[src/rtl/sal_pkg.sv]
// Shared types and constants for the sorted array list.
package sal_pkg;

    // Default sizes of the list store
    localparam int CAPACITY_DEF    = 16;
    localparam int VALUE_WIDTH_DEF = 8;

    // Field widths on the streaming ports
    localparam int CMD_W     = 2;
    localparam int VAL_IN_W  = 8;
    localparam int STATUS_W  = 2;
    localparam int POS_W     = 5;
    localparam int COUNT_W   = 5;
    localparam int S_TDATA_W = 16;
    localparam int M_TDATA_W = 16;

    typedef enum logic [CMD_W-1:0] {
        CMD_INSERT,
        CMD_REMOVE,
        CMD_FIND,
        CMD_IGNORE
    } cmd_t;

    typedef enum logic [STATUS_W-1:0] {
        STAT_DONE,
        STAT_FULL,
        STAT_EMPTY,
        STAT_NOT_FOUND
    } status_t;

    typedef enum logic [2:0] {
        ST_IDLE,
        ST_INS_CMP,
        ST_INS_WR,
        ST_BS_RD,
        ST_BS_CMP,
        ST_RM_SH,
        ST_DONE
    } state_t;

endpackage

[src/rtl/sal_ram.sv]
// Single-port-write, single-port-read synchronous RAM holding the list entries.
module sal_ram #(
    parameter int DEPTH = 16,
    parameter int WIDTH = 8,
    parameter int AW    = 4
) (
    input  logic             clk,
    input  logic             we,
    input  logic [AW-1:0]    waddr,
    input  logic [WIDTH-1:0] wdata,
    input  logic             re,
    input  logic [AW-1:0]    raddr,
    output logic [WIDTH-1:0] rdata
);

    logic [WIDTH-1:0] mem [DEPTH];

    // Write port
    always_ff @(posedge clk)
    begin
        if (we)
        begin
            mem[waddr] <= wdata;
        end
    end

    // Registered read port
    always_ff @(posedge clk)
    begin
        if (re)
        begin
            rdata <= mem[raddr];
        end
    end

endmodule

[src/rtl/sorted_array_list_top.sv]
// Sorted array list: ascending store with insert, remove and binary-search find.
// Refusals and ignored commands go straight to the result; insert shifts larger entries up
// from the top entry down, then writes the key; find runs binary-search probes; remove runs
// the probes and, if the key is found, shifts each later entry down by one.
// One item is handled at a time; the next input
// transfer is taken the cycle after the result is registered. Reset clears FSM, occupancy, valid.
module sorted_array_list_top #(
    parameter int CAPACITY    = sal_pkg::CAPACITY_DEF,
    parameter int VALUE_WIDTH = sal_pkg::VALUE_WIDTH_DEF
) (
    input  logic                           clk,
    input  logic                           rst_n,
    // s_tdata: [1:0] command, [9:2] value, [15:10] zero
    input  logic [sal_pkg::S_TDATA_W-1:0]  s_tdata,
    input  logic                           s_tvalid,
    output logic                           s_tready,
    // m_tdata: [1:0] status, [6:2] position, [11:7] entry_count,
    //          [12] full flag, [13] empty flag, [15:14] zero
    output logic [sal_pkg::M_TDATA_W-1:0]  m_tdata,
    output logic                           m_tvalid,
    input  logic                           m_tready
);

    import sal_pkg::*;

    localparam int AW = (CAPACITY > 1) ? $clog2(CAPACITY) : 1;
    localparam int CW = $clog2(CAPACITY + 1);
    localparam logic [CW-1:0] CAP_C = CW'(CAPACITY);

    state_t                  state_reg, state_next;
    logic [CW-1:0]           occ_reg, occ_next;
    logic [CW-1:0]           idx_reg, idx_next;
    logic [CW-1:0]           lo_reg, lo_next;
    logic [CW-1:0]           hip1_reg, hip1_next;
    logic [CW-1:0]           pos_reg, pos_next;
    logic [VALUE_WIDTH-1:0]  key_reg, key_next;
    cmd_t                    cmd_reg, cmd_next;
    status_t                 status_reg, status_next;
    logic                    m_tvalid_reg, m_tvalid_next;
    logic [M_TDATA_W-1:0]    m_tdata_reg, m_tdata_next;

    logic                    ram_we;
    logic [AW-1:0]           ram_waddr;
    logic [VALUE_WIDTH-1:0]  ram_wdata;
    logic                    ram_re;
    logic [AW-1:0]           ram_raddr;
    logic [VALUE_WIDTH-1:0]  ram_rdata;

    logic [CW-1:0]           occ_m1;
    logic [CW-1:0]           idx_inc;
    logic [CW-1:0]           idx_dec;
    logic [CW:0]             mid_sum;
    logic                    in_cmd_ok;
    cmd_t                    in_cmd;

    assign occ_m1  = occ_reg - CW'(1);
    assign idx_inc = idx_reg + CW'(1);
    assign idx_dec = idx_reg - CW'(1);
    assign mid_sum = {1'b0, lo_reg} + {1'b0, hip1_reg} - (CW+1)'(1);
    assign in_cmd  = cmd_t'(s_tdata[CMD_W-1:0]);
    assign in_cmd_ok = (occ_reg != '0);

    assign s_tready = (state_reg == ST_IDLE);
    assign m_tvalid = m_tvalid_reg;
    assign m_tdata  = m_tdata_reg;

    sal_ram #(
        .DEPTH (CAPACITY),
        .WIDTH (VALUE_WIDTH),
        .AW    (AW)
    ) u_ram (
        .clk   (clk),
        .we    (ram_we),
        .waddr (ram_waddr),
        .wdata (ram_wdata),
        .re    (ram_re),
        .raddr (ram_raddr),
        .rdata (ram_rdata)
    );

    // Sequence the search, shift and result steps
    always_comb
    begin
        state_next    = state_reg;
        occ_next      = occ_reg;
        idx_next      = idx_reg;
        lo_next       = lo_reg;
        hip1_next     = hip1_reg;
        pos_next      = pos_reg;
        key_next      = key_reg;
        cmd_next      = cmd_reg;
        status_next   = status_reg;
        ram_we        = 1'b0;
        ram_waddr     = idx_reg[AW-1:0];
        ram_wdata     = ram_rdata;
        ram_re        = 1'b0;
        ram_raddr     = idx_reg[AW-1:0];
        m_tvalid_next = m_tvalid_reg & ~m_tready;
        m_tdata_next  = m_tdata_reg;

        case (state_reg)
            ST_IDLE:
            begin
                if (s_tvalid)
                begin
                    key_next    = VALUE_WIDTH'(s_tdata[CMD_W +: VAL_IN_W]);
                    cmd_next    = in_cmd;
                    pos_next    = '0;
                    status_next = STAT_DONE;
                    lo_next     = '0;
                    hip1_next   = occ_reg;
                    state_next  = ST_DONE;
                    case (in_cmd)
                        CMD_INSERT:
                        begin
                            if (occ_reg == CAP_C)
                            begin
                                status_next = STAT_FULL;
                            end
                            else if (!in_cmd_ok)
                            begin
                                state_next = ST_INS_WR;
                            end
                            else
                            begin
                                // Start the shift scan at the top entry
                                idx_next   = occ_m1;
                                ram_re     = 1'b1;
                                ram_raddr  = occ_m1[AW-1:0];
                                state_next = ST_INS_CMP;
                            end
                        end
                        CMD_REMOVE:
                        begin
                            if (!in_cmd_ok)
                            begin
                                status_next = STAT_EMPTY;
                            end
                            else
                            begin
                                state_next = ST_BS_RD;
                            end
                        end
                        CMD_FIND:
                        begin
                            if (!in_cmd_ok)
                            begin
                                status_next = STAT_NOT_FOUND;
                            end
                            else
                            begin
                                state_next = ST_BS_RD;
                            end
                        end
                        default:
                        begin
                            status_next = STAT_DONE;
                        end
                    endcase
                end
            end

            // Move entries greater than the key up by one, top down
            ST_INS_CMP:
            begin
                if (ram_rdata > key_reg)
                begin
                    ram_we    = 1'b1;
                    ram_waddr = idx_inc[AW-1:0];
                    ram_wdata = ram_rdata;
                    if (idx_reg == '0)
                    begin
                        pos_next   = '0;
                        state_next = ST_INS_WR;
                    end
                    else
                    begin
                        idx_next  = idx_dec;
                        ram_re    = 1'b1;
                        ram_raddr = idx_dec[AW-1:0];
                    end
                end
                else
                begin
                    pos_next   = idx_inc;
                    state_next = ST_INS_WR;
                end
            end

            // Drop the key into the freed slot
            ST_INS_WR:
            begin
                ram_we     = 1'b1;
                ram_waddr  = pos_reg[AW-1:0];
                ram_wdata  = key_reg;
                occ_next   = occ_reg + CW'(1);
                state_next = ST_DONE;
            end

            // Issue the next binary-search probe
            ST_BS_RD:
            begin
                if (lo_reg < hip1_reg)
                begin
                    idx_next   = mid_sum[CW:1];
                    ram_re     = 1'b1;
                    ram_raddr  = mid_sum[AW:1];
                    state_next = ST_BS_CMP;
                end
                else
                begin
                    status_next = STAT_NOT_FOUND;
                    state_next  = ST_DONE;
                end
            end

            // Compare the probed entry and narrow the window
            ST_BS_CMP:
            begin
                if (ram_rdata == key_reg)
                begin
                    pos_next   = idx_reg;
                    state_next = ST_DONE;
                    if (cmd_reg == CMD_REMOVE)
                    begin
                        if (idx_inc < occ_reg)
                        begin
                            idx_next   = idx_inc;
                            ram_re     = 1'b1;
                            ram_raddr  = idx_inc[AW-1:0];
                            state_next = ST_RM_SH;
                        end
                        else
                        begin
                            occ_next = occ_m1;
                        end
                    end
                end
                else if (ram_rdata > key_reg)
                begin
                    hip1_next  = idx_reg;
                    state_next = ST_BS_RD;
                end
                else
                begin
                    lo_next    = idx_inc;
                    state_next = ST_BS_RD;
                end
            end

            // Close the gap, moving each later entry down by one
            ST_RM_SH:
            begin
                ram_we    = 1'b1;
                ram_waddr = idx_dec[AW-1:0];
                ram_wdata = ram_rdata;
                if (idx_inc < occ_reg)
                begin
                    idx_next  = idx_inc;
                    ram_re    = 1'b1;
                    ram_raddr = idx_inc[AW-1:0];
                end
                else
                begin
                    occ_next   = occ_m1;
                    state_next = ST_DONE;
                end
            end

            // Hand the result to the output register once it is free
            ST_DONE:
            begin
                if (!m_tvalid_reg || m_tready)
                begin
                    m_tvalid_next = 1'b1;
                    m_tdata_next  = {2'b00,
                                     (occ_reg == '0),
                                     (occ_reg == CAP_C),
                                     COUNT_W'(occ_reg),
                                     POS_W'(pos_reg),
                                     status_reg};
                    state_next    = ST_IDLE;
                end
            end

            default:
            begin
                state_next = ST_IDLE;
            end
        endcase
    end

    // Control state
    always_ff @(posedge clk or negedge rst_n)
    begin
        if (!rst_n)
        begin
            state_reg    <= ST_IDLE;
            occ_reg      <= '0;
            m_tvalid_reg <= 1'b0;
        end
        else
        begin
            state_reg    <= state_next;
            occ_reg      <= occ_next;
            m_tvalid_reg <= m_tvalid_next;
        end
    end

    // Working and payload registers
    always_ff @(posedge clk)
    begin
        idx_reg     <= idx_next;
        lo_reg      <= lo_next;
        hip1_reg    <= hip1_next;
        pos_reg     <= pos_next;
        key_reg     <= key_next;
        cmd_reg     <= cmd_next;
        status_reg  <= status_next;
        m_tdata_reg <= m_tdata_next;
    end

endmodule
[config.mk]
export PLATFORM = sky130hd
export DESIGN_NAME = sorted_array_list_top
export DESIGN_NICKNAME = d
export VERILOG_FILES = /design/src/rtl/sal_pkg.sv /design/src/rtl/sal_ram.sv /design/src/rtl/sorted_array_list_top.sv
export SDC_FILE = /design/constraint.sdc
export NUM_CORES = 1
export LEC_CHECK = 0
export ABC_AREA = 1
export BUFFER_PORTS_ARGS = -buffer_cell sky130_fd_sc_hd__buf_4
export CORE_UTILIZATION = 50
export CTS_CLUSTER_SIZE = 8
export DETAILED_ROUTE_END_ITERATION = 10
export PLACE_DENSITY = 0.72
export SETUP_SLACK_MARGIN = 0.5
export SLEW_MARGIN = 20
export SYNTH_ARGS = -nofsm -noshare
export SYNTH_HDL_FRONTEND = slang
export SYNTH_SLANG_ARGS = --single-unit
[constraint.sdc]
create_clock -name clk -period 9 [get_ports clk]
set_input_delay 1.35 -clock clk [delete_from_list [all_inputs] [get_ports clk]]
set_output_delay 1.35 -clock clk [all_outputs]
set_load 0.05 [all_outputs]
==> impl_metrics.yaml, run 1 <==
worst_setup_path:
  crit_fanout: 65
  critPathKind: "flip-flop to flip-flop"
  r2r-end: "u_ram.rdata[4]"
  r2r_slack_ps: 3880
  critPathCaptureType: "flip-flop"
  worstPathArrival_ps: 5320
  path_cells: "ha_1 -> xnor2_1 -> inv_1 -> ha_1 -> nand2_1 -> nor2_1 -> nand2_1 -> nand3_1 -> inv_1 -> nand2_1 -> nand3_1 -> nand2_1 -> a21oi_4 -> buf_4 -> nand2_2 -> buf_4 -> nand2_1 -> nand2_1 -> nand2_1 -> nand3_1 -> nand3_1 -> nand2_1"
  critPathBufInv: 4
  reg2regPathDepth: 22
  startpoint: "idx_reg[0]"
  crit_top_cell: "nand2_1"
  critical_path.top_delay_family: "simple AND/OR/NAND/NOR gates"
  cp-start-kind: "flip-flop"
  r2r_start: "idx_reg[0]"
  max_stage_delay_ps: 640
  critical_path.endpoint: "u_ram.rdata[4]"
  path_depth: 22
  critPathSlowestCell: "edfxtp_1"
  cp_data_required_time_ps: 9200
cells_and_area:
  drive_above_1_share_pct: 9.402
  diodes: 0
  largest_reg_flops: 128
  fin_nets: 1096
  final_common_cell: "edfxtp_1"
  finalInstanceArea_sq_um: 10890
  layout_common_cells: "edfxtp_1 (182), nand2_1 (181), inv_1 (178)"
  final_util_pct: 57.47
  syn_to_final_growth_pct: 10.82
place:
  dpl_worst_slack_ps: 4023
  hpwl_um: 15140
  gp_congestion: 0.9469
  io_buffer_count: 29
  dpl_cell_area_sq_um: 10260
drt:
  drt-vias-per-instance: 5.475
  wl_met1_um: 10330
  first_iter_violations: 789
  dr.pass1.iters: 8
  wl_um: 23000
  via_count: 7189
  dr_wl_met2_um: 10690
  ant_nets: 0
  highest_layer: "met4"
  wire_per_inst_um: 17.52
  drc: 0
  wl_met3_um: 1714
grt:
  antenna_found_initial: 0
  grt_max_degree: 66
  grt_pass1_vias: 6627
  grt_remaining_overflow: 0
  grt_pass1_wl_um: 35690
  grt.total_usage_pct: 23.78
timing:
  clock_skew_ps: 17.81
  timing.fmax_mhz: 195.3
  period_needed_ps: 5120
  post-route-period-util_pct: 56.89
  worst_slew_pin_slew_ps: 985.8
  hold_viol_final: 0
  slew_headroom_pct: 34.28
  final-setup-viol-count: 0
  tns_ps: 0
  slew_violations: 0
  setup_ws_ps: 3880
  rsz0062_at_grt: "no"
synthesis:
  seq_area_frac_synth_pct: 57.89
  synth_ff_type: "edfxtp_1"
  syn_inst: 1018
  ys_seq_elements: 191
  yosysTopAreaCell: "edfxtp_1"
  syn_avg_cell_area_sq_um: 9.656
  synth_enable_flop_cells: 182
  synth.area.top_cells: "edfxtp_1 (56%), nand3_1 (9.0%), nand2_1 (6.9%)"
  synth_warnings: 0
  syn-cell-area_sq_um: 9829
  synthArstFlopShare_pct: 4.712
  synth_top_area_share_pct: 55.60
  synth_cell_types: 48
floorplan:
  placementRows: 50
  dieArea_sq_um: 20220
  die_h_um: 142.2
  die_w_um: 142.2
  io_pins: 38
  core_area_sq_um: 18960
  start_util_pct: 51.85
cts:
  post_cts_resized: 0
  hold_buffers: 0
  post_cts_buffers: 0
  clockRootBuffer: "clkbuf_16"
  numCtsBuffers: 17
  clock_latency_ps: 450
  cts_max_path_buffers: 2
  cts_tree: "done"
  clock_sinks: 191
  h-tree-depth: 4
  path_clk_slew_ps: 80
run_status:
  outcome: "complete, no violations"
min_path:
  hold_path.class: "flip-flop to flip-flop"
run:
  max_cap_violations: 0
==> worst min path at each step <==
stage,endpoint,startpoint,depth (start not counted)
floorplan,m_tdata[0],status_reg[0],0
global route,m_tdata[6],pos_reg[4],0
finish,m_tdata[6],pos_reg[4],0
global placement,m_tdata[6],pos_reg[4],0
CTS,m_tdata[6],pos_reg[4],0
detailed placement,m_tdata[6],pos_reg[4],0
==> cells by family after synthesis <==
logic type,count (synthesis),synth area share (%)
simple gates,465,21.44
buf+inv,219,9.127
flops,191,57.89
compound gates,91,5.512
fa+ha+maj,36,4.659
xor+xnor,15,1.336
other cells,1,0.03815
==> through the flow <==
| step | instances | hold slack, ps |
|---|---|---|
| floorplan | 1019 | 400.3 |
| global placement | 1281 | 404.8 |
| finish | 1313 | 424.8 |
| detailed placement | 1281 | 408.9 |
| global route | 1313 | 442.5 |
| CTS | 1313 | 426.2 |
==> cells in the mapped netlist (7+ instances only) <==
| library cell | count |
|---|---|
| nand3_1 | 176 |
| dfrtp_1 | 9 |
| a21oi_1 | 16 |
| buf_4 | 7 |
| nor2_1 | 67 |
| ha_1 | 35 |
| xor2_1 | 10 |
| o21ai_0 | 45 |
| edfxtp_1 | 182 |
| buf_2 | 21 |
| inv_1 | 178 |
| nand2_1 | 181 |
| nand3b_1 | 14 |
==> routing by layer <==
metal | global-route usage [%] | vias to the layer above
met2 | 37.13 | 276
met5 | 0 | -
met4 | 6.961 | 0
met1 | 34.03 | 3430
li1 | - | 3461
met3 | 4.139 | 22
==> area by class of cell <==
type                       instances  area (sq um)
timing repair buffer              37         277.8
clock inverter                    15         203.9
inverter                         184         690.7
fill                            1616          8063
tap                              260         325.3
multi-input combinational        609          3279
clock buffer                      17         425.4
sequential                       191          5690
Power of run 1 is left out: the tool's default activity adds up to more than one toggle a clock period on the data nets, which glitch-free logic cannot reach.
==> inputs of run 2 (changes only) <==
--- a/config.mk
+++ b/config.mk
@@ -10,7 +10,7 @@
 export CORE_UTILIZATION = 50
 export CTS_CLUSTER_SIZE = 8
 export DETAILED_ROUTE_END_ITERATION = 10
-export PLACE_DENSITY = 0.72
+export PLACE_DENSITY = 0.74
 export SETUP_SLACK_MARGIN = 0.5
 export SLEW_MARGIN = 20
 export SYNTH_ARGS = -nofsm -noshare
==> constraint.sdc (replaced) <==
create_clock -name clk -period 4.6 [get_ports clk]
set_input_delay 0.69 -clock clk [delete_from_list [all_inputs] [get_ports clk]]
set_output_delay 0.69 -clock clk [all_outputs]
set_load 0.05 [all_outputs]
==> impl_metrics.yaml, run 2 (synthesis results as in run 1) <==
grt:
  grt.total_usage_pct: 24.04
  grt_max_degree: 65
  antenna_found_initial: 0
  grt_pass1_vias: 6869
  grt_remaining_overflow: 0
  grt_pass1_wl_um: 36230
cts:
  path_clk_slew_ps: 70
  hold_buffers: 0
  numCtsBuffers: 17
  clockRootBuffer: "clkbuf_16"
  clock_sinks: 191
  clock_latency_ps: 450
  h-tree-depth: 4
  cts_max_path_buffers: 2
  cts_tree: "done"
timing:
  post-route-period-util_pct: 82.35
  slew_violations: 0
  worst_slew_pin_slew_ps: 942.0
  clock_skew_ps: 14.84
  period_needed_ps: 3788
  rsz0062_at_grt: "no"
  final-setup-viol-count: 0
  slew_headroom_pct: 36.72
  hold_viol_final: 0
  timing.fmax_mhz: 264.0
  tns_ps: 0
cells_and_area:
  layout_common_cells: "edfxtp_1 (182), nand2_1 (180), inv_1 (178)"
  final_common_cell: "edfxtp_1"
  diodes: 0
  drive_above_1_share_pct: 11.03
  largest_reg_flops: 128
  syn_to_final_growth_pct: 12.70
  fin_nets: 1113
drt:
  via_count: 7234
  wire_per_inst_um: 17.06
  drc: 0
  dr.pass1.iters: 5
  drt-vias-per-instance: 5.439
  first_iter_violations: 761
  ant_nets: 0
  wl_um: 22690
place:
  gp_congestion: 0.9648
  hpwl_um: 15360
  io_buffer_count: 29
worst_setup_path:
  worstPathArrival_ps: 3980
  cp_data_required_time_ps: 4800
  r2r_start: "idx_reg[0]"
  r2r-end: "u_ram.rdata[7]"
  critPathCaptureType: "flip-flop"
  critPathKind: "flip-flop to flip-flop"
  reg2regPathDepth: 18
  cp-start-kind: "flip-flop"
  crit_fanout: 16
  r2r_slack_ps: 810
min_path:
  hold_path.class: "primary input to async pin"
run:
  max_cap_violations: 0
floorplan:
  core_area_sq_um: 18960
  die_h_um: 142.2
  io_pins: 38
  start_util_pct: 51.85
  dieArea_sq_um: 20220
  placementRows: 50
  die_w_um: 142.2
run_status:
  outcome: "complete, no violations"
run 2: changes by cell type in the layout (fill, tap and decap cells not counted), sizes merged:
cell	delta
inv	-3
buf	+17
clkbuf	+1
clkinv	+3
clkinvlp	-1
run 2: worst max-delay path by stage:
stage	from	end	slack [ps]	cells after the start
floorplan	idx_reg[1]	u_ram.rdata[0]	1600	21
global placement	idx_reg[0]	u_ram.rdata[6]	830	18
detailed placement	idx_reg[0]	u_ram.rdata[6]	790	20
CTS	idx_reg[0]	u_ram.rdata[7]	750	20
global route	idx_reg[0]	u_ram.rdata[7]	540	18
finish	idx_reg[0]	u_ram.rdata[7]	810	18
run 2: what timing repair did:
action	in CTS	in global routing
buffers inserted	0	2
gates resized for setup	0	2
endpoints found under the setup margin	0	8
run 2: stage by stage:
stage / hold slack, ps / cells / setup slack [ps] / area (sq um) / util (%)
floorplan: 394.4 / 1019 / 1600 / 9833 / -
global placement: 402.1 / 1296 / 831.9 / 10400 / 54.84
detailed placement: 406.3 / 1296 / 785.9 / 10400 / 54.88
CTS: 60.18 / 1328 / 753.6 / 11020 / 58.14
global route: 56.10 / 1330 / 542.0 / 11080 / 58.44
finish: 63.14 / 1330 / 811.7 / 11080 / 58.44
run 2: layer usage:
| metal | track usage (%) | up-vias | part of all wire (%) |
|---|---|---|---|
| met5 | 0 | - | 0 |
| met4 | 9.791 | 0 | 2.3 |
| met3 | 4.576 | 44 | 8.5 |
| met2 | 36.95 | 329 | 46 |
| met1 | 33.57 | 3388 | 43 |
| li1 | - | 3473 | - |
run 2: worst max-delay path, stage by stage, from the launching register on:
cell and delay, ps:
edfxtp_1 540, ha_1 290, nand3_1 100, xor2_1 240
inv_1 90, ha_1 290, nand2_1 90, inv_1 40
nand2_1 60, nand3_1 240, buf_4 250, o21ai_0 140
o21ai_1 80, nand4_1 150, nor2_1 90, nor2_4 390
nand3_1 190, nand3_1 180, nand2_1 70
run 2: cell type report:
type	count	area [sq um]
sequential	191	5690
timing repair buffer	54	455.4
inverter	184	690.7
fill	1542	7878
clock inverter	14	188.9
tap	260	325.3
multi-input combinational	609	3298
clock buffer	18	429.2
Power of run 2 is left out for the same reason.
